File: src/hw/rtl/cle_pkg.sv
package cle_pkg;

  localparam int POOL_DEPTH_DEF = 64;
  localparam int DATA_WIDTH_DEF = 32;

  localparam int CMD_W       = 2;
  localparam int POS_W       = 16;
  localparam int VALUE_W     = 32;
  localparam int COUNT_OUT_W = 7;
  localparam int STATUS_W    = 2;

  typedef enum logic [CMD_W-1:0] {
    CMD_INSERT = 2'd0,
    CMD_REMOVE = 2'd1,
    CMD_READ   = 2'd2,
    CMD_NOP    = 2'd3
  } cmd_t;

  typedef enum logic [STATUS_W-1:0] {
    STAT_OK    = 2'd0,
    STAT_EMPTY = 2'd1,
    STAT_FULL  = 2'd2
  } status_t;

endpackage

File: src/hw/rtl/cle_if.sv
interface cle_in_if import cle_pkg::*; ();
  logic               valid;
  logic               ready;
  logic [CMD_W-1:0]   command;
  logic [POS_W-1:0]   position;
  logic [VALUE_W-1:0] value;

  modport source (output valid, output command, output position, output value, input ready);
  modport sink   (input valid, input command, input position, input value, output ready);
endinterface

interface cle_out_if import cle_pkg::*; ();
  logic                   valid;
  logic                   ready;
  logic [VALUE_W-1:0]     result_value;
  logic [COUNT_OUT_W-1:0] element_count;
  logic [STATUS_W-1:0]    status;

  modport source (output valid, output result_value, output element_count, output status,
                  input ready);
  modport sink   (input valid, input result_value, input element_count, input status,
                  output ready);
endinterface

File: src/hw/rtl/cle_ram.sv
module cle_ram #(
  parameter int WIDTH = 8,
  parameter int DEPTH = 64,
  localparam int AW = (DEPTH > 1) ? $clog2(DEPTH) : 1
) (
  input  logic             clk,
  input  logic             we,
  input  logic [AW-1:0]    waddr,
  input  logic [WIDTH-1:0] wdata,
  input  logic [AW-1:0]    raddr,
  output logic [WIDTH-1:0] rdata
);

  logic [WIDTH-1:0] mem [DEPTH];

  always_ff @(posedge clk) begin
    if (we) begin
      mem[waddr] <= wdata;
    end
    rdata <= mem[raddr];
  end

endmodule

File: src/hw/rtl/cle_mod.sv
// restoring remainder, one dividend bit per cycle
module cle_mod import cle_pkg::*; #(
  parameter int DIV_W = 7
) (
  input  logic             clk,
  input  logic             rst_n,
  input  logic             start,
  input  logic [POS_W-1:0] dividend,
  input  logic [DIV_W-1:0] divisor,
  output logic             done,
  output logic [DIV_W-1:0] remainder
);

  localparam int STEP_W = $clog2(POS_W + 1);

  logic              busy_r;
  logic              done_r;
  logic [STEP_W-1:0] step_r;
  logic [POS_W-1:0]  dvd_r;
  logic [DIV_W-1:0]  rem_r;
  logic [DIV_W:0]    trial;
  logic [DIV_W:0]    diff;

  assign trial = {rem_r, dvd_r[POS_W-1]};
  assign diff  = trial - {1'b0, divisor};

  always_ff @(posedge clk) begin
    if (!rst_n) begin
      busy_r <= 1'b0;
      done_r <= 1'b0;
    end else begin
      done_r <= 1'b0;
      if (start) begin
        busy_r <= 1'b1;
        step_r <= STEP_W'(POS_W);
        dvd_r  <= dividend;
        rem_r  <= '0;
      end else if (busy_r) begin
        dvd_r <= {dvd_r[POS_W-2:0], 1'b0};
        if (trial >= {1'b0, divisor}) begin
          rem_r <= diff[DIV_W-1:0];
        end else begin
          rem_r <= trial[DIV_W-1:0];
        end
        step_r <= step_r - STEP_W'(1);
        if (step_r == STEP_W'(1)) begin
          busy_r <= 1'b0;
          done_r <= 1'b1;
        end
      end
    end
  end

  assign done      = done_r;
  assign remainder = rem_r;

endmodule

File: src/hw/rtl/circular_list_engine.sv
// Circular doubly linked list of data words held in a pool of POOL_DEPTH slots. Each item is
// a command (insert, remove, read at a position, or no-op) and gives one result with the word removed
// or read, the element count afterwards and a status. Next links, prev links, data words and
// the free-slot stack each live in a one-port-read, one-port-write RAM with registered read.
// An item walks k links from the head (one link per cycle through the next-link RAM, k up to
// the count minus one); insert then does its second link write in a further state, read
// first reduces the position modulo the count in the modulo unit, and a command refused for
// an empty list or full pool goes straight to the response. The block takes a new item while
// the previous result still waits at the output. No clearing pass after reset: below a
// low-water mark the free stack is read as each slot's own index.
module circular_list_engine import cle_pkg::*; #(
  parameter int POOL_DEPTH = POOL_DEPTH_DEF,
  parameter int DATA_WIDTH = DATA_WIDTH_DEF
) (
  input  logic       clk,
  input  logic       rst_n,
  cle_in_if.sink     in_ch,
  cle_out_if.source  out_ch
);

  localparam int SLOT_W = $clog2(POOL_DEPTH);
  localparam int CNT_W  = $clog2(POOL_DEPTH + 1);

  typedef enum logic [2:0] {
    ST_IDLE,
    ST_MOD,
    ST_WALK,
    ST_LINK,
    ST_RESP
  } state_t;

  state_t                 state_r, state_nxt;
  cmd_t                   cmd_r, cmd_nxt;
  logic [DATA_WIDTH-1:0]  val_r, val_nxt;
  logic [SLOT_W-1:0]      head_r, head_nxt;
  logic [CNT_W-1:0]       count_r, count_nxt;
  logic [CNT_W-1:0]       low_r, low_nxt;
  logic [SLOT_W-1:0]      cur_r, cur_nxt;
  logic [SLOT_W-1:0]      steps_r, steps_nxt;
  logic                   head_upd_r, head_upd_nxt;
  logic [SLOT_W-1:0]      slot_r, slot_nxt;
  logic [SLOT_W-1:0]      pred_r, pred_nxt;
  logic [SLOT_W-1:0]      succ_r, succ_nxt;
  logic [VALUE_W-1:0]     res_r, res_nxt;
  status_t                stat_r, stat_nxt;
  logic                   out_valid_r, out_valid_nxt;
  logic [VALUE_W-1:0]     out_value_r, out_value_nxt;
  logic [COUNT_OUT_W-1:0] out_count_r, out_count_nxt;
  status_t                out_stat_r, out_stat_nxt;

  logic                  nxt_we, prv_we, dat_we, fre_we;
  logic [SLOT_W-1:0]     nxt_waddr, prv_waddr, dat_waddr, fre_waddr;
  logic [SLOT_W-1:0]     nxt_wdata, prv_wdata, fre_wdata;
  logic [DATA_WIDTH-1:0] dat_wdata;
  logic [SLOT_W-1:0]     nxt_rdata, prv_rdata, fre_rdata;
  logic [DATA_WIDTH-1:0] dat_rdata;
  logic [SLOT_W-1:0]     fre_raddr;

  logic                  mod_start, mod_done;
  logic [CNT_W-1:0]      mod_rem;

  logic                  in_fire;
  logic [CNT_W-1:0]      free_cnt, free_dec;
  logic [SLOT_W-1:0]     pop_slot;
  logic [POS_W-1:0]      cnt16, ins_pos;

  // free stack: entries below the low-water mark were never pushed, so are read as their own index
  assign free_cnt  = CNT_W'(POOL_DEPTH) - count_r;
  assign free_dec  = free_cnt - CNT_W'(1);
  assign fre_raddr = free_dec[SLOT_W-1:0];
  assign pop_slot  = (free_cnt == low_r) ? free_dec[SLOT_W-1:0] : fre_rdata;

  assign in_fire     = in_ch.valid && in_ch.ready;
  assign in_ch.ready = (state_r == ST_IDLE);
  assign cnt16       = POS_W'(count_r);
  assign ins_pos     = (in_ch.position > cnt16) ? cnt16 : in_ch.position;

  always_comb begin
    state_nxt     = state_r;
    cmd_nxt       = cmd_r;
    val_nxt       = val_r;
    head_nxt      = head_r;
    count_nxt     = count_r;
    low_nxt       = low_r;
    cur_nxt       = cur_r;
    steps_nxt     = steps_r;
    head_upd_nxt  = head_upd_r;
    slot_nxt      = slot_r;
    pred_nxt      = pred_r;
    succ_nxt      = succ_r;
    res_nxt       = res_r;
    stat_nxt      = stat_r;
    out_valid_nxt = out_valid_r;
    out_value_nxt = out_value_r;
    out_count_nxt = out_count_r;
    out_stat_nxt  = out_stat_r;
    mod_start     = 1'b0;
    nxt_we        = 1'b0;
    nxt_waddr     = slot_r;
    nxt_wdata     = succ_r;
    prv_we        = 1'b0;
    prv_waddr     = slot_r;
    prv_wdata     = pred_r;
    dat_we        = 1'b0;
    dat_waddr     = slot_r;
    dat_wdata     = val_r;
    fre_we        = 1'b0;
    fre_waddr     = free_cnt[SLOT_W-1:0];
    fre_wdata     = cur_r;

    if (out_valid_r && out_ch.ready) begin
      out_valid_nxt = 1'b0;
    end

    unique case (state_r)
      ST_IDLE: begin
        if (in_fire) begin
          cmd_nxt  = cmd_t'(in_ch.command);
          val_nxt  = DATA_WIDTH'(in_ch.value);
          cur_nxt  = head_r;
          res_nxt  = '0;
          stat_nxt = STAT_OK;
          unique case (cmd_t'(in_ch.command))
            CMD_INSERT: begin
              if (count_r == CNT_W'(POOL_DEPTH)) begin
                stat_nxt  = STAT_FULL;
                state_nxt = ST_RESP;
              end else begin
                steps_nxt    = (ins_pos == '0) ? '0 : SLOT_W'(ins_pos - POS_W'(1));
                head_upd_nxt = (ins_pos == '0);
                state_nxt    = ST_WALK;
              end
            end
            CMD_REMOVE: begin
              if (count_r == '0) begin
                stat_nxt  = STAT_EMPTY;
                state_nxt = ST_RESP;
              end else begin
                steps_nxt    = (in_ch.position >= cnt16) ? SLOT_W'(count_r - CNT_W'(1))
                                                         : SLOT_W'(in_ch.position);
                head_upd_nxt = (in_ch.position == '0) || (count_r == CNT_W'(1));
                state_nxt    = ST_WALK;
              end
            end
            CMD_READ: begin
              if (count_r == '0) begin
                stat_nxt  = STAT_EMPTY;
                state_nxt = ST_RESP;
              end else begin
                mod_start = 1'b1;
                state_nxt = ST_MOD;
              end
            end
            default: begin
              state_nxt = ST_RESP;
            end
          endcase
        end
      end

      ST_MOD: begin
        if (mod_done) begin
          steps_nxt = SLOT_W'(mod_rem);
          state_nxt = ST_WALK;
        end
      end

      ST_WALK: begin
        // link rams hold the entries of cur_r here
        if (steps_r != '0) begin
          cur_nxt   = nxt_rdata;
          steps_nxt = steps_r - SLOT_W'(1);
        end else begin
          case (cmd_r)
            CMD_INSERT: begin
              slot_nxt = pop_slot;
              if (count_r == '0) begin
                pred_nxt = pop_slot;
                succ_nxt = pop_slot;
              end else if (head_upd_r) begin
                pred_nxt = prv_rdata;
                succ_nxt = cur_r;
              end else begin
                pred_nxt = cur_r;
                succ_nxt = nxt_rdata;
              end
              nxt_we    = 1'b1;
              nxt_waddr = slot_nxt;
              nxt_wdata = succ_nxt;
              prv_we    = 1'b1;
              prv_waddr = slot_nxt;
              prv_wdata = pred_nxt;
              dat_we    = 1'b1;
              dat_waddr = slot_nxt;
              if (free_dec < low_r) begin
                low_nxt = free_dec;
              end
              state_nxt = ST_LINK;
            end
            CMD_REMOVE: begin
              nxt_we    = 1'b1;
              nxt_waddr = prv_rdata;
              nxt_wdata = nxt_rdata;
              prv_we    = 1'b1;
              prv_waddr = nxt_rdata;
              prv_wdata = prv_rdata;
              fre_we    = 1'b1;
              if (head_upd_r) begin
                head_nxt = (count_r == CNT_W'(1)) ? '0 : nxt_rdata;
              end
              count_nxt = count_r - CNT_W'(1);
              res_nxt   = VALUE_W'(dat_rdata);
              state_nxt = ST_RESP;
            end
            default: begin
              res_nxt   = VALUE_W'(dat_rdata);
              state_nxt = ST_RESP;
            end
          endcase
        end
      end

      ST_LINK: begin
        nxt_we    = 1'b1;
        nxt_waddr = pred_r;
        nxt_wdata = slot_r;
        prv_we    = 1'b1;
        prv_waddr = succ_r;
        prv_wdata = slot_r;
        if (head_upd_r) begin
          head_nxt = slot_r;
        end
        count_nxt = count_r + CNT_W'(1);
        state_nxt = ST_RESP;
      end

      ST_RESP: begin
        if (!out_valid_r || out_ch.ready) begin
          out_valid_nxt = 1'b1;
          out_value_nxt = res_r;
          out_count_nxt = COUNT_OUT_W'(count_r);
          out_stat_nxt  = stat_r;
          state_nxt     = ST_IDLE;
        end
      end

      default: begin
        state_nxt = ST_IDLE;
      end
    endcase
  end

  always_ff @(posedge clk) begin
    if (!rst_n) begin
      state_r     <= ST_IDLE;
      head_r      <= '0;
      count_r     <= '0;
      low_r       <= CNT_W'(POOL_DEPTH);
      out_valid_r <= 1'b0;
    end else begin
      state_r     <= state_nxt;
      head_r      <= head_nxt;
      count_r     <= count_nxt;
      low_r       <= low_nxt;
      out_valid_r <= out_valid_nxt;
    end
    cmd_r       <= cmd_nxt;
    val_r       <= val_nxt;
    cur_r       <= cur_nxt;
    steps_r     <= steps_nxt;
    head_upd_r  <= head_upd_nxt;
    slot_r      <= slot_nxt;
    pred_r      <= pred_nxt;
    succ_r      <= succ_nxt;
    res_r       <= res_nxt;
    stat_r      <= stat_nxt;
    out_value_r <= out_value_nxt;
    out_count_r <= out_count_nxt;
    out_stat_r  <= out_stat_nxt;
  end

  assign out_ch.valid         = out_valid_r;
  assign out_ch.result_value  = out_value_r;
  assign out_ch.element_count = out_count_r;
  assign out_ch.status        = out_stat_r;

  cle_mod #(.DIV_W(CNT_W)) u_mod (
    .clk       (clk),
    .rst_n     (rst_n),
    .start     (mod_start),
    .dividend  (in_ch.position),
    .divisor   (count_r),
    .done      (mod_done),
    .remainder (mod_rem)
  );

  cle_ram #(.WIDTH(SLOT_W), .DEPTH(POOL_DEPTH)) u_next_ram (
    .clk   (clk),
    .we    (nxt_we),
    .waddr (nxt_waddr),
    .wdata (nxt_wdata),
    .raddr (cur_nxt),
    .rdata (nxt_rdata)
  );

  cle_ram #(.WIDTH(SLOT_W), .DEPTH(POOL_DEPTH)) u_prev_ram (
    .clk   (clk),
    .we    (prv_we),
    .waddr (prv_waddr),
    .wdata (prv_wdata),
    .raddr (cur_nxt),
    .rdata (prv_rdata)
  );

  cle_ram #(.WIDTH(DATA_WIDTH), .DEPTH(POOL_DEPTH)) u_data_ram (
    .clk   (clk),
    .we    (dat_we),
    .waddr (dat_waddr),
    .wdata (dat_wdata),
    .raddr (cur_nxt),
    .rdata (dat_rdata)
  );

  cle_ram #(.WIDTH(SLOT_W), .DEPTH(POOL_DEPTH)) u_free_ram (
    .clk   (clk),
    .we    (fre_we),
    .waddr (fre_waddr),
    .wdata (fre_wdata),
    .raddr (fre_raddr),
    .rdata (fre_rdata)
  );

endmodule
File: src/flat_wrapper.sv
// flat-port wrapper written by rule: the top's interface ports become plain ports
module circular_list_engine_flat import cle_pkg::*;
#(
  parameter int POOL_DEPTH = POOL_DEPTH_DEF,
  parameter int DATA_WIDTH = DATA_WIDTH_DEF
)
  (clk, rst_n, in_ch_valid, in_ch_command, in_ch_position, in_ch_value, in_ch_ready, out_ch_valid, out_ch_result_value, out_ch_element_count, out_ch_status, out_ch_ready);
  cle_in_if in_ch_i ();
  cle_out_if out_ch_i ();
  input  logic clk;
  input  logic rst_n;
  input wire logic [$bits(in_ch_i.valid)-1:0] in_ch_valid;
  input wire logic [$bits(in_ch_i.command)-1:0] in_ch_command;
  input wire logic [$bits(in_ch_i.position)-1:0] in_ch_position;
  input wire logic [$bits(in_ch_i.value)-1:0] in_ch_value;
  output wire logic [$bits(in_ch_i.ready)-1:0] in_ch_ready;
  output wire logic [$bits(out_ch_i.valid)-1:0] out_ch_valid;
  output wire logic [$bits(out_ch_i.result_value)-1:0] out_ch_result_value;
  output wire logic [$bits(out_ch_i.element_count)-1:0] out_ch_element_count;
  output wire logic [$bits(out_ch_i.status)-1:0] out_ch_status;
  input wire logic [$bits(out_ch_i.ready)-1:0] out_ch_ready;
  assign in_ch_i.valid = in_ch_valid;
  assign in_ch_i.command = in_ch_command;
  assign in_ch_i.position = in_ch_position;
  assign in_ch_i.value = in_ch_value;
  assign in_ch_ready = in_ch_i.ready;
  assign out_ch_valid = out_ch_i.valid;
  assign out_ch_result_value = out_ch_i.result_value;
  assign out_ch_element_count = out_ch_i.element_count;
  assign out_ch_status = out_ch_i.status;
  assign out_ch_i.ready = out_ch_ready;
  circular_list_engine #(.POOL_DEPTH(POOL_DEPTH), .DATA_WIDTH(DATA_WIDTH)) u_core (.clk(clk), .rst_n(rst_n), .in_ch(in_ch_i), .out_ch(out_ch_i));
endmodule
File: config.mk
export PLATFORM = sky130hd
export DESIGN_NAME = circular_list_engine_flat
export DESIGN_NICKNAME = d
export VERILOG_FILES = /design/src/hw/rtl/cle_pkg.sv /design/src/hw/rtl/cle_if.sv /design/src/hw/rtl/cle_ram.sv /design/src/hw/rtl/cle_mod.sv /design/src/hw/rtl/circular_list_engine.sv /design/src/flat_wrapper.sv
export SDC_FILE = /design/constraint.sdc
export NUM_CORES = 2
export LEC_CHECK = 0
export BUFFER_PORTS_ARGS = -buffer_cell sky130_fd_sc_hd__buf_2
export CELL_PAD_IN_SITES_DETAIL_PLACEMENT = 1
export CELL_PAD_IN_SITES_GLOBAL_PLACEMENT = 2
export CORE_UTILIZATION = 54
export DETAILED_ROUTE_END_ITERATION = 12
export HOLD_SLACK_MARGIN = 0.1
export MAX_ROUTING_LAYER = met4
export PLACE_DENSITY = 0.84
export SKIP_CTS_REPAIR_TIMING = 1
export SLEW_MARGIN = 30
export SYNTH_ARGS = -nofsm -noshare
export SYNTH_HDL_FRONTEND = slang
export SYNTH_HIERARCHICAL = 1
export SYNTH_SLANG_ARGS = --single-unit
export TNS_END_PERCENT = 50
File: constraint.sdc
create_clock -name clk -period 17.74 [get_ports clk]
set_input_delay 3.548 -clock clk [delete_from_list [all_inputs] [get_ports clk]]
set_output_delay 3.548 -clock clk [all_outputs]
set_load 0.005 [all_outputs]
==> summary.md <==
| Metric | Value |
|---|---|
| Max_cap viols | `0` |
| Most frequent cell after synthesis | `edfxtp_1` |
| Routed vias/inst | `6.72` |
| Reg-to-reg critical path startpoint | `u_core/state_r[2]$_SDFFE_PN0P_` |
| Setup violators final | `0` |
| Worst slew pin tran | `about 1 ns` |
| Reg power frac | `0.501` |
| Post-synthesis cell type count | `90` |
| Clock latency on the worst-skew pair | `0.98 ns` |
| CP Cell Sequence | `buf_2 > and2_4 > buf_4 > a22oi_1 > nand2_8 > buf_4 > buf_4 > buf_4 > mux4_2 > nor2b_1 > a2111oi_0 > a21oi_1 > and4_1` |
| Post-route DRC | `0` |
| Pin count of the biggest net entering global routing | `approximately 110` |
| Post-synthesis sequential area ratio | `0.762` |
| Synth warnings | `6` |
| Detail Placement HPWL | `just over 200 mm` |
| Slowest CP cell | `buf_4` |
| Routed wire per std cell | `~35 um` |
| Clock Skew | `around 0.074 ns` |
| Most used cell along the critical path | `buf_4` |
| Synthesized flop and latch total | `between 3k and 4k` |
| # nets final | `about 6.9k` |
| Worst-path clk slew | `~0.06 ns` |
| Internal Power | `14.0 mW` |
| Die footprint | `around 250000 sq um` |
| Final count of hold timing violations | `0` |
| H-Tree Depth | `5` |
| # IOs | `between 90 and 100` |
| Instance count on the critical path | `13` |
| Max_slew headroom | `0.334` |
| IO buf count | `96` |
| Psw | `about 4.3 mW` |
| Num CTS Buffers | `about 350` |
| RSZ-0062 raised after global routing | `no` |
| Number of fill cells | `a little over 20k` |
| Peak supply drop | `about 0.11 mV` |
| Critical Path End Type | `register` |
| Syn Area/Cell | `about 21 sq um` |
| Async SR Flop Fraction | `0` |
| Initial Util | `0.545` |
| Required time of the critical path | `roughly 19 ns` |
| Vias in the first global route | `72.9k` |
| R2R cell count | `14` |
| WP data arrival | `9.54 ns` |
| Synth area leader | `edfxtp_1` |
| Cell Area, Synth | `around 130000 sq um` |
| Buffers plus inverters on the worst setup path | `5` |
| TritonCTS clock tree | `done` |
| Reg-to-Reg End | `u_core/u_data_ram/rdata[11]$_DFF_P_` |
| Total track usage | `0.303` |
| Share of the synthesized area in the top cell type | `0.749` |
| Max Slew Vio Count | `0` |
| Vias | `70.1k` |
| Final period utilization | `0.489` |
| Top post-synthesis cells by area | `edfxtp_1, mux4_2, mux2i_1` |
| HP Class | `register to register` |
| Worst setup path end | `u_core/u_data_ram/rdata[11]$_DFF_P_` |
| Area delta synth->final | `11.8%` |
| Final hold slack | `~0.42 ns` |
| Crit path from | `in_ch_valid` |
| Clock share of power | `0.395` |
| Initial DRC count | `9180` |
| Initial antenna violation count | `14` |
| Num Clock Sinks | `around 3.4k` |
| Max Fclk | `between 100 and 150 MHz` |
| Pwr/cell area | `between 100 and 150 nW/um^2` |
| Final min period | `8.67 ns` |
| Syn_nets | `6644` |
| Comb pwr share | `0.104` |
| Post-synth EDFFs | `approximately 3.4k` |
| WS Path Type | `input port to register` |
| R2R Setup Slk | `roughly 11 ns` |
| Number of cell rows | `roughly 180` |
| Worst path max stage delay | `a little over 0.8 ns` |
| Layout cells sized above 1 | `0.238` |
| Crit path max fanout | `53` |
| Initial DRT Pass Iterations | `6` |
| Total routed wirelength | `approximately 370 mm` |
| Sw Share | `0.236` |
| Placer's final routability congestion estimate | `slightly above 0.8` |
| Die width | `approximately 500 um` |
| Core area | `around 250000 sq um` |
| Global-route wire length before repair | `approximately 530 mm` |
| Leak pwr | `46.2 nW` |
| Pwr Total | `roughly 18 mW` |
| Cells after Synth | `between 6k and 7k` |
| Root buffer cell | `clkbuf_16` |
| Family with the most delay on the worst path | `buffers and inverters` |
| Startpoint types | `input port` |
| DRT antenna net count | `0` |
| Die H | `roughly 500 um` |
| GR Overflow Total | `0` |
| Status | `complete, no violations` |
| Most instantiated cells after synthesis | `edfxtp_1, mux4_2, nor2_1` |
| Setup TNS | `0 ns` |
| Post-synth top flop | `edfxtp_1` |
| Clk buf depth | `4` |
==> kinds of logic (layout without fill, tap and decap cells) <==
family / after synthesis / after routing / synth area share
adder cells (fa/ha/maj): 33 / 33 / 0.00312
AO/OA/AOI/OAI: 726 / 726 / 0.0384
multiplexers: 1030 / 1030 / 0.145
XOR/XNOR: 31 / 31 / 0.00212
buffers and inverters: 413 / 962 / 0.0178
flip-flops: 3444 / 3444 / 0.762
other: 0 / 8 / 0
AND/OR/NAND/NOR: 880 / 880 / 0.0317
==> power groups by stage <==
stage	sequential, mW	combinational [mW]	clock (mW)
after floorplan	9.36	1.20	0
after global placement	9.36	1.80	0
after detailed placement	9.36	1.87	0
after CTS	9.19	1.89	7.33
after global routing	9.18	1.99	7.59
final	9.19	1.90	7.25
==> worst min path at each step <==
stage / from / to / slack (ns) / depth (start not counted)
5_1_grt: u_core/res_r[23]$_SDFFCE_PN0P_ / u_core/out_ch.result_value[23]$_DFFE_PP_ / 0.41 / 0
3_3_place_gp: u_core/res_r[24]$_SDFFCE_PN0P_ / u_core/out_ch.result_value[24]$_DFFE_PP_ / 0.40 / 0
2_1_floorplan: u_core/res_r[0]$_SDFFCE_PN0P_ / u_core/out_ch.result_value[0]$_DFFE_PP_ / 0.40 / 0
3_5_place_dp: u_core/res_r[22]$_SDFFCE_PN0P_ / u_core/out_ch.result_value[22]$_DFFE_PP_ / 0.41 / 0
6_report: u_core/res_r[24]$_SDFFCE_PN0P_ / u_core/out_ch.result_value[24]$_DFFE_PP_ / 0.42 / 0
4_1_cts: u_core/res_r[23]$_SDFFCE_PN0P_ / u_core/out_ch.result_value[23]$_DFFE_PP_ / 0.41 / 0
==> state kept, by name (all words and copies together), names as in the netlist, 7 cells and up <==
signal                       cells
u_core/u_prev_ram/mem          384
u_core/u_mod/dvd_r              16
u_core/out_ch.element_count      7
u_core/u_data_ram/mem         2048
u_core/dat_wdata                32
u_core/u_mod/remainder           7
u_core/res_r                    32
u_core/count_r                   7
u_core/u_next_ram/mem          384
u_core/out_ch.result_value      32
u_core/u_free_ram/mem          384
u_core/low_r                     7
u_core/u_data_ram/rdata         32
==> cells in the final DEF, fill, tap and decap left out, types with 68 or more instances in the layout <==
master        n
a21oi_1      95
buf_4       193
nor2_1      288
nor2_4       68
clkbuf_16   362
clkbuf_1     89
mux4_2      707
buf_2        97
o22ai_1      90
edfxtp_1   3356
nand3_1      96
mux2i_1     254
dfxtp_1      82
nand2_1     109
a22oi_1     159
==> per-stage QoR <==
step | setup slack (ns) | cell area, sq um | util | instances
floorplan | 9.91 | 135000 | - | 6557
global placement | 7.97 | 139000 | 0.564 | 9794
detailed placement | 8.00 | 139000 | 0.564 | 9795
CTS | 9.03 | 150000 | 0.609 | 10417
global route | 8.79 | 150000 | 0.610 | 10425
finish | 9.07 | 150000 | 0.610 | 10426
==> per-layer routing <==
layer / track usage / part of all wire
met1: 0.393 / 0.37
met2: 0.490 / 0.50
met3: 0.0508 / 0.089
met4: 0.102 / 0.036
met5: - / 0
==> area by class of cell <==
cell class	instances	area [sq um]	area share
repair buffers	296	2040	0.0135
clock buffers	471	9670	0.0643
flip-flops and latches	3444	103000	0.682
well taps	3312	4140	0.0275
clock inverters	151	1450	0.00962
diodes	8	20.0	0.000133
inverters	44	170	0.00113
multi-input cells	2700	30400	0.202
No activity file was read; power rests on OpenSTA's default activity.
